**config.mk**
```make
export PLATFORM = sky130hd
export DESIGN_NAME = mls_seq
export DESIGN_NICKNAME = d
export VERILOG_FILES = /design/src/sv/mls_pkg.sv /design/src/sv/mls_seq.sv
export SDC_FILE = /design/constraint.sdc
export NUM_CORES = 1
export LEC_CHECK = 0
export BUFFER_PORTS_ARGS = -buffer_cell sky130_fd_sc_hd__buf_2
export CORE_UTILIZATION = 50
export DETAILED_ROUTE_END_ITERATION = 16
export PLACE_DENSITY = 0.68
export RECOVER_POWER = 100
export SLEW_MARGIN = 20
export SYNTH_ARGS = -nofsm -noshare
export SYNTH_HDL_FRONTEND = slang
export SYNTH_SLANG_ARGS = --single-unit
```
**constraint.sdc**
```tcl
create_clock -name clk -period 9.6 [get_ports clk]
set_input_delay 0.96 -clock clk [delete_from_list [all_inputs] [get_ports clk]]
set_output_delay 0.96 -clock clk [all_outputs]
set_load 0.1 [all_outputs]
```
**src/sv/mls_pkg.sv**
```systemverilog
`default_nettype none

package mls_pkg;

	// Fixed field widths of the configuration registers.
	localparam int GRID_W     = 9;
	localparam int ALPHA_W    = 32;
	localparam int SCALE_W    = 32;
	localparam int CFG_DATA_W = 32;
	localparam int CFG_IDX_W  = 3;

	// Fraction bits dropped when the edge and outside products are rounded.
	localparam int EDGE_FRAC  = 16;
	localparam int SCALE_FRAC = 32;

	typedef enum logic [CFG_IDX_W-1:0] {
		REG_GRID_COLS     = 3'd0,
		REG_GRID_ROWS     = 3'd1,
		REG_ALPHA_LEFT    = 3'd2,
		REG_ALPHA_RIGHT   = 3'd3,
		REG_ALPHA_BOTTOM  = 3'd4,
		REG_ALPHA_TOP     = 3'd5,
		REG_OUTSIDE_SCALE = 3'd6
	} cfg_reg_t;

	localparam logic ACT_CELL  = 1'b0;
	localparam logic ACT_DRAIN = 1'b1;

	// What the sequencer decides for one accepted request.
	typedef struct packed {
		logic emit;
		logic write;
		logic last;
		logic has_up;
		logic has_down;
		logic has_left;
		logic has_right;
		logic edge_left;
		logic edge_right;
		logic edge_bottom;
		logic edge_top;
	} event_t;

endpackage

`default_nettype wire

```
**src/sv/mls_seq.sv**
```systemverilog
`default_nettype none

// Raster position counters. Decides, for each accepted request, whether the
// cell is stored, whether a result is due and where that result lies.
module mls_seq #(
	parameter int MAX_COLS = 256,
	parameter int MAX_ROWS = 256,
	localparam int CIW = $clog2(MAX_COLS)
) (
	input  logic                       clk,
	input  logic                       arst_n,
	input  logic                       accept,
	input  logic                       action,
	input  logic [mls_pkg::GRID_W-1:0] grid_cols,
	input  logic [mls_pkg::GRID_W-1:0] grid_rows,
	output mls_pkg::event_t            ev,
	output logic [CIW-1:0]             wr_col,
	output logic [CIW-1:0]             a_col,
	output logic [CIW-1:0]             b_col
);

	localparam int CW   = $clog2(MAX_COLS + 1);
	localparam int RW   = $clog2(MAX_ROWS + 1);
	localparam int POSW = $clog2(MAX_COLS * MAX_ROWS + 1);

	logic [CW-1:0]   cols_use;
	logic [RW-1:0]   rows_use;
	logic [POSW-1:0] total;

	logic [POSW-1:0] in_pos_q;
	logic [POSW-1:0] out_pos_q;
	logic [CIW-1:0]  in_col_q;
	logic [CIW-1:0]  out_col_q;
	logic [RW-1:0]   out_row_q;

	logic          is_cell;
	logic          is_drain;
	logic          in_full;
	logic          out_done;
	logic          emit_cell;
	logic          emit_drain;
	logic          flush;
	logic          last;
	logic [CW:0]   in_col_next;
	logic [CW:0]   out_col_next;
	logic [RW:0]   out_row_next;

	always_comb begin
		if (grid_cols == '0) begin
			cols_use = CW'(1);
		end else if (32'(grid_cols) > 32'(MAX_COLS)) begin
			cols_use = CW'(MAX_COLS);
		end else begin
			cols_use = CW'(grid_cols);
		end
		if (grid_rows == '0) begin
			rows_use = RW'(1);
		end else if (32'(grid_rows) > 32'(MAX_ROWS)) begin
			rows_use = RW'(MAX_ROWS);
		end else begin
			rows_use = RW'(grid_rows);
		end
	end

	assign total = POSW'(POSW'(cols_use) * POSW'(rows_use));

	assign is_cell    = (action == mls_pkg::ACT_CELL);
	assign is_drain   = (action == mls_pkg::ACT_DRAIN);
	assign in_full    = (in_pos_q >= total);
	assign out_done   = (out_pos_q >= total);
	assign emit_cell  = is_cell && !in_full && (in_pos_q >= POSW'(cols_use)) && !out_done;
	assign emit_drain = is_drain && in_full && !out_done;
	assign flush      = is_drain && in_full && out_done;
	assign last       = (({1'b0, out_pos_q} + (POSW+1)'(1)) >= {1'b0, total});

	assign in_col_next  = (CW+1)'(in_col_q) + (CW+1)'(1);
	assign out_col_next = (CW+1)'(out_col_q) + (CW+1)'(1);
	assign out_row_next = (RW+1)'(out_row_q) + (RW+1)'(1);

	always_comb begin
		ev.emit        = emit_cell || emit_drain;
		ev.write       = is_cell && !in_full;
		ev.last        = last;
		ev.has_up      = emit_cell && (out_row_next < (RW+1)'(rows_use));
		ev.has_down    = (out_row_q != '0);
		ev.has_left    = (out_col_q != '0);
		ev.has_right   = (out_col_next < (CW+1)'(cols_use));
		ev.edge_left   = (out_col_q == '0);
		ev.edge_right  = (out_col_next == (CW+1)'(cols_use));
		ev.edge_bottom = (out_row_q == '0);
		ev.edge_top    = (out_row_next == (RW+1)'(rows_use));
	end

	assign wr_col = in_col_q;
	assign a_col  = is_cell ? in_col_q : out_col_q;
	assign b_col  = out_col_q + CIW'(1);

	always_ff @(posedge clk or negedge arst_n) begin
		if (!arst_n) begin
			in_pos_q  <= '0;
			out_pos_q <= '0;
			in_col_q  <= '0;
			out_col_q <= '0;
			out_row_q <= '0;
		end else if (accept) begin
			if (ev.write) begin
				in_pos_q <= in_pos_q + POSW'(1);
				if (in_col_next >= (CW+1)'(cols_use)) begin
					in_col_q <= '0;
				end else begin
					in_col_q <= in_col_q + CIW'(1);
				end
			end
			if (ev.emit) begin
				if (last) begin
					in_pos_q  <= '0;
					out_pos_q <= '0;
					in_col_q  <= '0;
					out_col_q <= '0;
					out_row_q <= '0;
				end else begin
					out_pos_q <= out_pos_q + POSW'(1);
					if (out_col_next >= (CW+1)'(cols_use)) begin
						out_col_q <= '0;
						out_row_q <= out_row_q + RW'(1);
					end else begin
						out_col_q <= out_col_q + CIW'(1);
					end
				end
			end
			if (flush) begin
				in_pos_q  <= '0;
				out_pos_q <= '0;
				in_col_q  <= '0;
				out_col_q <= '0;
				out_row_q <= '0;
			end
		end
	end

endmodule

`default_nettype wire

```
==> results of run 1 <==
[sequential cells by signal, indices dropped and copies added (netlist names)]
name	flops
out_col_q	8
wr_col	8
in_pos_q	17
out_pos_q	17
out_row_q	9
[power by group]
part	switching [mW]	total [mW]	internal, mW
clock	0.117	0.319	0.202
combinational	0.818	1.17	0.349
sequential	0.102	0.404	0.302
[placed cells by master, fill, tap and decap left out, types with 6 or more instances in the layout]
master,n
nand2_1,93
a21o_1,22
a22o_1,18
inv_1,118
mux2_2,8
o21ai_0,29
a31oi_1,6
nor2b_1,26
clkbuf_16,9
buf_2,20
nor2_1,80
nand3_1,37
clkbuf_1,35
a21oi_1,41
nand2b_1,19
and3_1,20
xnor2_1,26
dfrtp_1,59
nor3_1,18
ha_1,121
nand4_1,13
o21a_1,10
xor2_1,19
o211ai_1,9
or3_1,6
fa_1,49
buf_4,15
[stage by stage]
stage	instances	area (um2)	util [%]
after floorplan	987	8420	-
after global placement	1252	8970	54.3
after global routing	1270	9230	55.9
final	1270	9230	55.9
after CTS	1268	9270	56.1
after detailed placement	1252	8970	54.3
[metal layers]
layer	up-vias	wire length [um]	global-route usage, %
li1	3537	-	-
met3	30	1090	4.24
met5	-	0	0
met2	198	9930	41.0
met1	3467	10100	36.5
met4	0	426	7.17
[synthesized netlist by cell type (all sizes together), types with 18 or more instances]
cell type | n | share of area (%)
ha | 122 | 18
inv | 120 | 5.4
nand2 | 96 | 4.4
nor2 | 84 | 3.8
dfrtp | 59 | 18
fa | 49 | 12
a21oi | 43 | 2.6
nand3 | 37 | 2.3
o21ai | 30 | 1.8
nor2b | 28 | 2.1
xnor2 | 26 | 2.7
a21o | 23 | 2.1
and3 | 22 | 1.7
xor2 | 20 | 2.1
nand2b | 19 | 1.4
nor3 | 19 | 1.1
a22o | 18 | 1.9
[worst reg2reg max path, stage by stage (launching register included)]
cell and delay [ns]:
dfrtp_1 0.49, ha_1 0.30, nand3_1 0.17, nor2_1 0.25, and3_1 0.22, and3_1 0.21
and3_1 0.23, xor2_1 0.23, ha_1 0.29, a21oi_1 0.15, nor2b_1 0.05, o21ai_0 0.13
nand2b_1 0.07, a21oi_1 0.17, nor2b_1 0.06, nor4_1 0.69, inv_1 0.27, and4_1 0.30
a22oi_1 0.81, nand2_4 0.17, o311ai_1 0.33
[final timing paths]
path / cells after the start / end / startpoint / slack [ns]
max in group asynchronous: 2 / out_row_q[4]$_DFFE_PN0P_ / arst_n / 5.87
min reg2reg: 1 / out_pos_q[16]$_DFFE_PN0P_ / out_pos_q[16]$_DFFE_PN0P_ / 0.56
min in group asynchronous: 2 / out_pos_q[8]$_DFFE_PN0P_ / arst_n / 1.84
max: 26 / ev[7] / grid_cols[8] / 0.39
max reg2reg: 20 / in_pos_q[5]$_DFFE_PN0P_ / out_pos_q[0]$_DFFE_PN0P_ / 3.89
min: 1 / out_pos_q[16]$_DFFE_PN0P_ / out_pos_q[16]$_DFFE_PN0P_ / 0.56
[final cells by class]
type | instances | area [um2] | area share, %
Clock buffer | 15 | 288 | 3.12
Clock inverter | 1 | 5.00 | 0.0542
Inverter | 120 | 450 | 4.88
Multi-Input combinational cell | 783 | 6360 | 68.9
Sequential cell | 59 | 1480 | 16.0
Tap cell | 220 | 275 | 2.98
Timing Repair Buffer | 72 | 374 | 4.05
[repair_timing]
| action | in CTS | in global routing |
|---|---|---|
| buffers inserted | 0 | 2 |
| gates resized for setup | 0 | 15 |
| hold endpoints to repair | 0 | 0 |
| setup endpoints to repair | 0 | 3 |
[cells by family after synthesis]
kind of cell / synth area share, %
DFF: 17.5
and+or+nand+nor: 21.3
buffers and inverters: 7.18
muxes: 1.37
xor gates and xnor gates: 4.79
adders and majority gates: 30.3
AOI/OAI and AO/OA: 17.5
==> summary.md, run 1 <==
| Metric | Value |
|---|---|
| Outcome | `finished, violations left` |
| Failing checks | `capacitance limit, slew limit` |
| Worst VDD drop | `371 uV` |
| Vias in the first global route | `6883` |
| Worst Skew | `0.0102 ns` |
| DRC viols | `0` |
| CP Data Required Time | `8.64 ns` |
| Fillers | `1551` |
| YS warnings | `0` |
| Die Y | `132 um` |
| Critical Path Slowest Stage Cell | `fa_1` |
| Layout area overhead | `9.70%` |
| Setup tns final | `0 ns` |
| WP buf/inv | `6` |
| Crit. End Element | `primary output` |
| Ys async rst share | `100%` |
| DR vias/cell | `5.69` |
| Die area | `0.0174 mm2` |
| DRT Wirelength | `21600 um` |
| Final min period | `9.21 ns` |
| Gate Count Post-Synth | `987` |
| WHS | `0.560 ns` |
| Antenna Violating Nets Remaining | `0` |
| Most used DFF post-synth | `dfrtp_1` |
| Hold Buf Count CTS | `0` |
| DIE WIDTH | `132 um` |
| Routed WL per cell | `17.0 um` |
| CTS tree | `built` |
| Global-route wire length before repair | `35600 um` |
| CTS Buffer Depth | `2` |
| Clock latency on the worst-skew pair | `0.35 ns` |
| Pwr Total | `1.89 mW` |
| Largest net degree at the start of global routing | `60` |
| Pwr per Cell Area | `205 mW/mm2` |
| First-pass iteration count of the detailed router | `5` |
| 1st-iter DRT viols | `443` |
| Register bit total from synthesis | `59` |
| Overflow after GRT | `0` |
| Core area | `0.0165 mm2` |
| Min-Delay Path Class | `flip-flop to flip-flop` |
| Final Hold Fails | `0` |
| Fin crit share | `96.0%` |
| Mapped Area | `0.00841 mm2` |
| CP Launch Type | `input pin` |
| # setup viols final | `0` |
| FMAX | `109 MHz` |
| Pre-CTS setup slack | `0.158 ns` |
| Worst Tran Pin Value | `3.34 ns` |
| Post-synth EDFFs | `0` |
| Worst slew margin | `-123%` |
| Leak pwr | `4.67 nW` |
| Worst Path Max Fanout | `14` |
| Yosys cell types | `81` |
| Initial antenna violation count | `0` |
| I/O Pins | `57` |
| RSZ-0062 raised after global routing | `no` |
| Critical path data arrival time | `8.25 ns` |
| Gr usage total | `25.9%` |
| Syn Area/Cell | `8.53 um2` |
| H-tree Lvls | `3` |
| Site Rows | `47` |
| Fin worst setup slack | `0.388 ns` |
| Clock sink total | `59` |
| Gp weighted congestion | `0.954` |
| Max cap viols | `1` |
| Inserted Clock Buffers | `9` |
| Fraction of layout cells with a size suffix above 1 | `10.4%` |
| Post-Syn Nets | `1180` |
| Seq/Total Area, Yosys | `17.5%` |
| Antenna Cells | `0` |
| Root Buffer Master | `clkbuf_16` |
| Critical path's largest stage delay | `0.55 ns` |
| Detailed-route via count | `7232` |
| Clock Pin Slew Worst Setup and Hold Paths | `0.05 ns` |
| WS Path Type | `input pin to primary output` |
| Initial Utilization | `50.9%` |
| Nets@finish | `1238` |
| Number of port buffers | `56` |
| Slew Limit Fails | `60` |
| Post-DP HPWL | `17200 um` |
| CP top delay family | `adder cells` |
No activity file was read; power rests on OpenSTA's default activity.
==> run 2: changes to the inputs <==
==> constraint.sdc (replaced) <==
create_clock -name clk -period 8.86 [get_ports clk]
set_input_delay 0.886 -clock clk [delete_from_list [all_inputs] [get_ports clk]]
set_output_delay 0.886 -clock clk [all_outputs]
set_load 0.1 [all_outputs]
==> run 2 against run 1 <==
Compared with the run above:
- the flow still finishes with violations (capacitance limit, slew limit)
- largest cell class unchanged
- clock power up 16%
- clock-buffer cell count down 4
- die area unchanged
- clock skew down 0.0030 ns
- critical path depth up 5
- total power up 10%
- final cell count up 2.0%
- first-iteration DRC count down 15%
- critical path type unchanged
- flip-flop and latch count unchanged
- sequential share of layout area down 0.42 points
==> summary.md, run 2 (same netlist as run 1, synthesis figures left out) <==
| Metric | Value |
|---|---|
| Final Hold Fails | `0` |
| Leak pwr | `4.78 nW` |
| Hold Buf Count CTS | `0` |
| Fraction of layout cells with a size suffix above 1 | `12.7%` |
| Initial antenna violation count | `0` |
| DR vias/cell | `5.59` |
| Pre-CTS setup slack | `0.122 ns` |
| Worst Path Max Fanout | `5` |
| Clock sink total | `59` |
| Gp weighted congestion | `0.926` |
| Hold Path Sink | `out_pos_q[16]$_DFFE_PN0P_` |
| Largest net degree at the start of global routing | `60` |
| Critical path data arrival time | `7.64 ns` |
| Failing checks | `capacitance limit, slew limit` |
| Worst VDD drop | `381 uV` |
| Min-Delay Path Class | `flip-flop to flip-flop` |
| Die area | `0.0174 mm2` |
| Fin worst setup slack | `0.330 ns` |
| CTS tree | `built` |
| CP Data Required Time | `7.97 ns` |
| Reg2reg end | `in_pos_q[13]$_DFFE_PN0P_` |
| Finished Core Util | `57.4%` |
| Overflow after GRT | `0` |
| WS Path Type | `input pin to primary output` |
| Reg2reg path depth | `21` |
| Switching power total | `1.13 mW` |
| Routed WL per cell | `16.6 um` |
| Worst Tran Pin Value | `3.39 ns` |
| Register-to-register setup slack | `3.78 ns` |
| Cell mode on critical path | `fa_1` |
| Top Registers | `in_pos_q: 17 flops, out_pos_q: 17 flops, out_row_q: 9 flops` |
| Clock latency on the worst-skew pair | `0.35 ns` |
| Hold_sp | `out_pos_q[16]$_DFFE_PN0P_` |
| Antenna Violating Nets Remaining | `0` |
| Number of port buffers | `56` |
| Root Buffer Master | `clkbuf_16` |
| 1st-iter DRT viols | `378` |
| Max cap viols | `1` |
| H-tree Lvls | `3` |
| Detailed-route via count | `7242` |
| Core area | `0.0165 mm2` |
| I/O Pins | `57` |
| Global-route wire length before repair | `35900 um` |
| FMAX | `117 MHz` |
| Site Rows | `47` |
| Vias in the first global route | `7073` |
| Sw Ratio | `54.3%` |
| Crit. End Element | `primary output` |
| DIE WIDTH | `132 um` |
| Most frequent cells in the layout | `120 x ha_1, 119 x inv_1, 94 x nand2_1` |
| Most common cell after layout, fill and taps aside | `ha_1` |
| Worst Skew | `0.00721 ns` |
| R2R Path Start | `out_pos_q[0]$_DFFE_PN0P_` |
| CP Launch Type | `input pin` |
| Critical Path Slowest Stage Cell | `fa_1` |
| Clock share of power | `17.7%` |
| Int Pwr | `952 uW` |
| Die Y | `132 um` |
| CTS Buffer Depth | `2` |
| Layout area overhead | `12.7%` |
| DRC viols | `0` |
| Antenna Cells | `0` |
| Worst path depth | `31` |
| WHS Path Cells | `1` |
| Post-DP HPWL | `17300 um` |
| Outcome | `finished, violations left` |
| Sequential share of power | `20.9%` |
| RSZ-0062 raised after global routing | `no` |
| # setup viols final | `0` |
| Clock Pin Slew Worst Setup and Hold Paths | `0.05 ns` |
| Slew Limit Fails | `60` |
| WHS | `0.572 ns` |
| Worst slew margin | `-126%` |
| Critical path's largest stage delay | `0.53 ns` |
| Fin crit share | `96.3%` |
| Initial Utilization | `50.9%` |
| WP buf/inv | `6` |
| Final min period | `8.53 ns` |
| Nets@finish | `1263` |
| DRT Wirelength | `21500 um` |
| Setup tns final | `0 ns` |
| CP top delay family | `adder cells` |
| Inserted Clock Buffers | `9` |
| Pwr Total | `2.08 mW` |
| Gr usage total | `26.1%` |
| First-pass iteration count of the detailed router | `5` |
| Pwr per Cell Area | `220 mW/mm2` |
| Comb pwr share | `61.4%` |
run 2: changes by cell type in the layout (fill, tap and decap cells not counted), moves of 2 or more:
cell / previous run / this run
buf_4: 15 / 38
clkinvlp_4: 0 / 3
a21oi_1: 41 / 39
inv_2: 2 / 0
clkbuf_8: 4 / 2
o311ai_1: 2 / 0
clkbuf_2: 2 / 0
o21ai_0: 29 / 27
buf_6: 0 / 2
run 2: worst register-to-register path: stages (launching register included):
cell and delay (ns):
dfrtp_1 0.49, ha_1 0.31, nand3_1 0.17, nor2_1 0.26, and3_1 0.23, and3_1 0.20
and3_1 0.23, xor2_1 0.23, ha_1 0.28, a21oi_1 0.15, nor2b_1 0.05, o21ai_0 0.14
nand2b_1 0.08, a21oi_1 0.16, nor2b_1 0.06, nor4_1 0.22, buf_4 0.19, inv_1 0.13
and4_1 0.26, a22oi_2 0.39, nand2_1 0.30, o311ai_0 0.39
run 2: power groups by stage:
stage	Sequential [mW]	Combinational [mW]	Clock, mW
after floorplan	0.489	0.969	0
after global placement	0.437	1.28	0
after detailed placement	0.436	1.29	0
after CTS	0.433	1.30	0.375
after global routing	0.446	1.40	0.384
final	0.435	1.28	0.369
run 2: layout make-up:
type | instances | area (um2)
well taps | 220 | 275
fillers | 1543 | 7040
multi-input cells | 783 | 6380
clock buffers | 11 | 253
clock inverters | 5 | 61.3
inverters | 120 | 453
repair buffers | 97 | 579
flip-flops and latches | 59 | 1480
run 2: worst max path at each step:
stage	endpoint	from
2_1_floorplan	ev[7]	grid_cols[5]
3_3_place_gp	ev[7]	grid_cols[5]
3_5_place_dp	ev[7]	grid_rows[4]
4_1_cts	ev[7]	grid_rows[4]
5_1_grt	ev[7]	grid_cols[5]
6_report	ev[7]	grid_cols[5]
run 2: per-layer routing:
layer | track usage [%] | wire length (um) | part of all wire (%)
met4 | 8.98 | 552 | 2.6
met1 | 34.8 | 10200 | 48
met5 | 0 | 0 | 0
met2 | 43.5 | 9930 | 46
met3 | 3.63 | 783 | 3.6
run 2: what timing repair did:
action | 4_1_cts | 5_1_grt
setup buffers | 0 | 1
endpoints found under the setup margin | 0 | 3
gates resized for setup | 0 | 11
run 2: per-stage QoR:
stage / cells / instance area (um2)
after floorplan: 987 / 8490
after global placement: 1278 / 9230
after detailed placement: 1278 / 9230
after CTS: 1294 / 9550
after global routing: 1295 / 9480
final: 1295 / 9480
==> run 3: changes to the inputs <==
==> constraint.sdc (replaced) <==
create_clock -name clk -period 8.86 [get_ports clk]
set_input_delay 1.772 -clock clk [delete_from_list [all_inputs] [get_ports clk]]
set_output_delay 1.772 -clock clk [all_outputs]
set_load 0.1 [all_outputs]
==> run 3 against run 2 <==
Compared with the run above:
- the flow finishes with violations (capacitance limit, slew limit, setup timing)
- non-clock buffer count rose by 126
- combinational power rose by 20%
- die area did not move
- sequential share of layout area fell by 2.1 points
- flip-flop and latch count did not move
==> summary.md, run 3 (same netlist as run 1, synthesis figures left out) <==
| Metric | Value |
|---|---|
| Failing checks | `capacitance limit, slew limit, setup timing` |
| Worst VDD drop | `412 uV` |
| Root Buffer Master | `clkbuf_16` |
| Worst Path Max Fanout | `5` |
| Sequential share of power | `18.9%` |
| Inserted Clock Buffers | `9` |
| Antenna Violating Nets Remaining | `0` |
| Antenna Cells | `0` |
| Die Y | `132 um` |
| Gp weighted congestion | `0.971` |
| Gr usage total | `28.6%` |
| Pwr Total | `2.30 mW` |
| Outcome | `finished, violations left` |
| Leak pwr | `5.53 nW` |
| H-tree Lvls | `3` |
| CTS Buffer Depth | `2` |
| Layout area overhead | `30.6%` |
| Worst Skew | `0.0120 ns` |
| Core area | `0.0165 mm2` |
| RSZ-0062 raised after global routing | `yes` |
| First-pass iteration count of the detailed router | `5` |
| Vias in the first global route | `7894` |
| Fraction of layout cells with a size suffix above 1 | `26.6%` |
| Site Rows | `47` |
| Worst Tran Pin Value | `3.39 ns` |
| DRC viols | `0` |
| Max cap viols | `1` |
| Clock sink total | `59` |
| Int Pwr | `1.08 mW` |
| CP Data Required Time | `7.09 ns` |
| Clock latency on the worst-skew pair | `0.34 ns` |
| Largest net degree at the start of global routing | `60` |
| Critical path data arrival time | `8.53 ns` |
| WHS | `0.578 ns` |
| Crit. End Element | `primary output` |
| 1st-iter DRT viols | `517` |
| Global-route wire length before repair | `39500 um` |
| Final min period | `10.30 ns` |
| Critical path's largest stage delay | `0.57 ns` |
| WS Path Type | `input pin to primary output` |
| Comb pwr share | `66.8%` |
| Nets@finish | `1390` |
| CP Launch Type | `input pin` |
| Most common cell after layout, fill and taps aside | `buf_4` |
| Overflow after GRT | `0` |
| I/O Pins | `57` |
| DR vias/cell | `5.75` |
| Post-DP HPWL | `19100 um` |
| Switching power total | `1.22 mW` |
| Critical Path Slowest Stage Cell | `fa_1` |
| Initial Utilization | `50.9%` |
| Pwr per Cell Area | `209 mW/mm2` |
| Min-Delay Path Class | `flip-flop to flip-flop` |
| Sw Ratio | `53.1%` |
| Slew Limit Fails | `60` |
| Fillers | `1332` |
| Routed WL per cell | `17.7 um` |
| Initial antenna violation count | `0` |
| Detailed-route via count | `8176` |
| # setup viols final | `21` |
| Cell mode on critical path | `fa_1` |
| Fin crit share | `116%` |
| Hold Buf Count CTS | `0` |
| Worst slew margin | `-126%` |
| Number of port buffers | `56` |
| DIE WIDTH | `132 um` |
| Die area | `0.0174 mm2` |
| FMAX | `97.1 MHz` |
| Top Registers | `in_pos_q: 17 flops, out_pos_q: 17 flops, out_row_q: 9 flops` |
| CTS tree | `built` |
| Final Hold Fails | `0` |
| DRT Wirelength | `25200 um` |
| Clock Pin Slew Worst Setup and Hold Paths | `0.06 ns` |
| Fin worst setup slack | `-1.44 ns` |
| Most frequent cells in the layout | `133 x buf_4, 116 x ha_1, 111 x inv_1` |
| Clock share of power | `14.3%` |
run 3: critical path: cells and delay by family:
family                     cells  cell delay (ns)
AOI/OAI and AO/OA              8             1.37
xor gates and xnor gates       1             0.28
adders and majority gates      8             3.25
buffers and inverters          5             0.47
and+or+nand+nor                9             1.39
run 3: routing by layer:
| metal | track usage, % | share of wire [%] | vias to the layer above |
|---|---|---|---|
| li1 | - | - | 3854 |
| met3 | 4.90 | 5.9 | 60 |
| met1 | 38.4 | 43 | 3951 |
| met2 | 45.9 | 48 | 311 |
| met4 | 11.6 | 3.3 | 0 |
| met5 | 0 | 0 | - |
run 3: worst paths after layout:
| path | start | endpoint | slack (ns) | cells past startpoint |
|---|---|---|---|---|
| hold / removal | out_row_q[1]$_DFFE_PN0P_ | out_row_q[1]$_DFFE_PN0P_ | 0.58 | 1 |
| setup / recovery | grid_rows[7] | ev[7] | -1.44 | 31 |
| max in group asynchronous | arst_n | out_row_q[4]$_DFFE_PN0P_ | 4.25 | 2 |
| min in group asynchronous | arst_n | out_pos_q[1]$_DFFE_PN0P_ | 2.66 | 2 |
| hold reg to reg | out_row_q[1]$_DFFE_PN0P_ | out_row_q[1]$_DFFE_PN0P_ | 0.58 | 1 |
| setup reg to reg | in_pos_q[10]$_DFFE_PN0P_ | in_pos_q[1]$_DFFE_PN0P_ | 3.64 | 32 |
run 3: cell type report:
type | count | area [um2] | area share [%]
repair buffers | 223 | 1730 | 15.7
inverters | 120 | 455 | 4.14
clock inverters | 4 | 26.3 | 0.239
well taps | 220 | 275 | 2.50
multi-input cells | 784 | 6780 | 61.7
clock buffers | 12 | 246 | 2.24
flip-flops and latches | 59 | 1480 | 13.4
run 3: metrics by stage:
stage               worst slack (ns)  TNS, ns  instance area [um2]  util, %  cells
detailed placement             -1.54   -15.16                10000     60.8   1373
global route                   -1.75   -37.04                11000     66.5   1422
finish                         -1.44   -25.59                11000     66.5   1422
CTS                            -1.35    -4.64                10500     63.6   1397
floorplan                      -1.61    -4.05                 8570        -    987
global placement               -1.35    -9.40                10000     60.8   1373
run 3: power groups by stage:
stage | Clock (mW) | Sequential (mW) | Combinational, mW
after floorplan | 0 | 0.489 | 0.977
after global placement | 0 | 0.431 | 1.39
after detailed placement | 0 | 0.432 | 1.41
after CTS | 0.332 | 0.427 | 1.45
after global routing | 0.343 | 0.446 | 1.65
final | 0.328 | 0.435 | 1.54
run 3: what timing repair did:
action	in CTS	in global routing
pin swaps	19	39
resized for setup	31	76
cloned	0	1
setup buffers	8	25
endpoints found under the setup margin	4	63
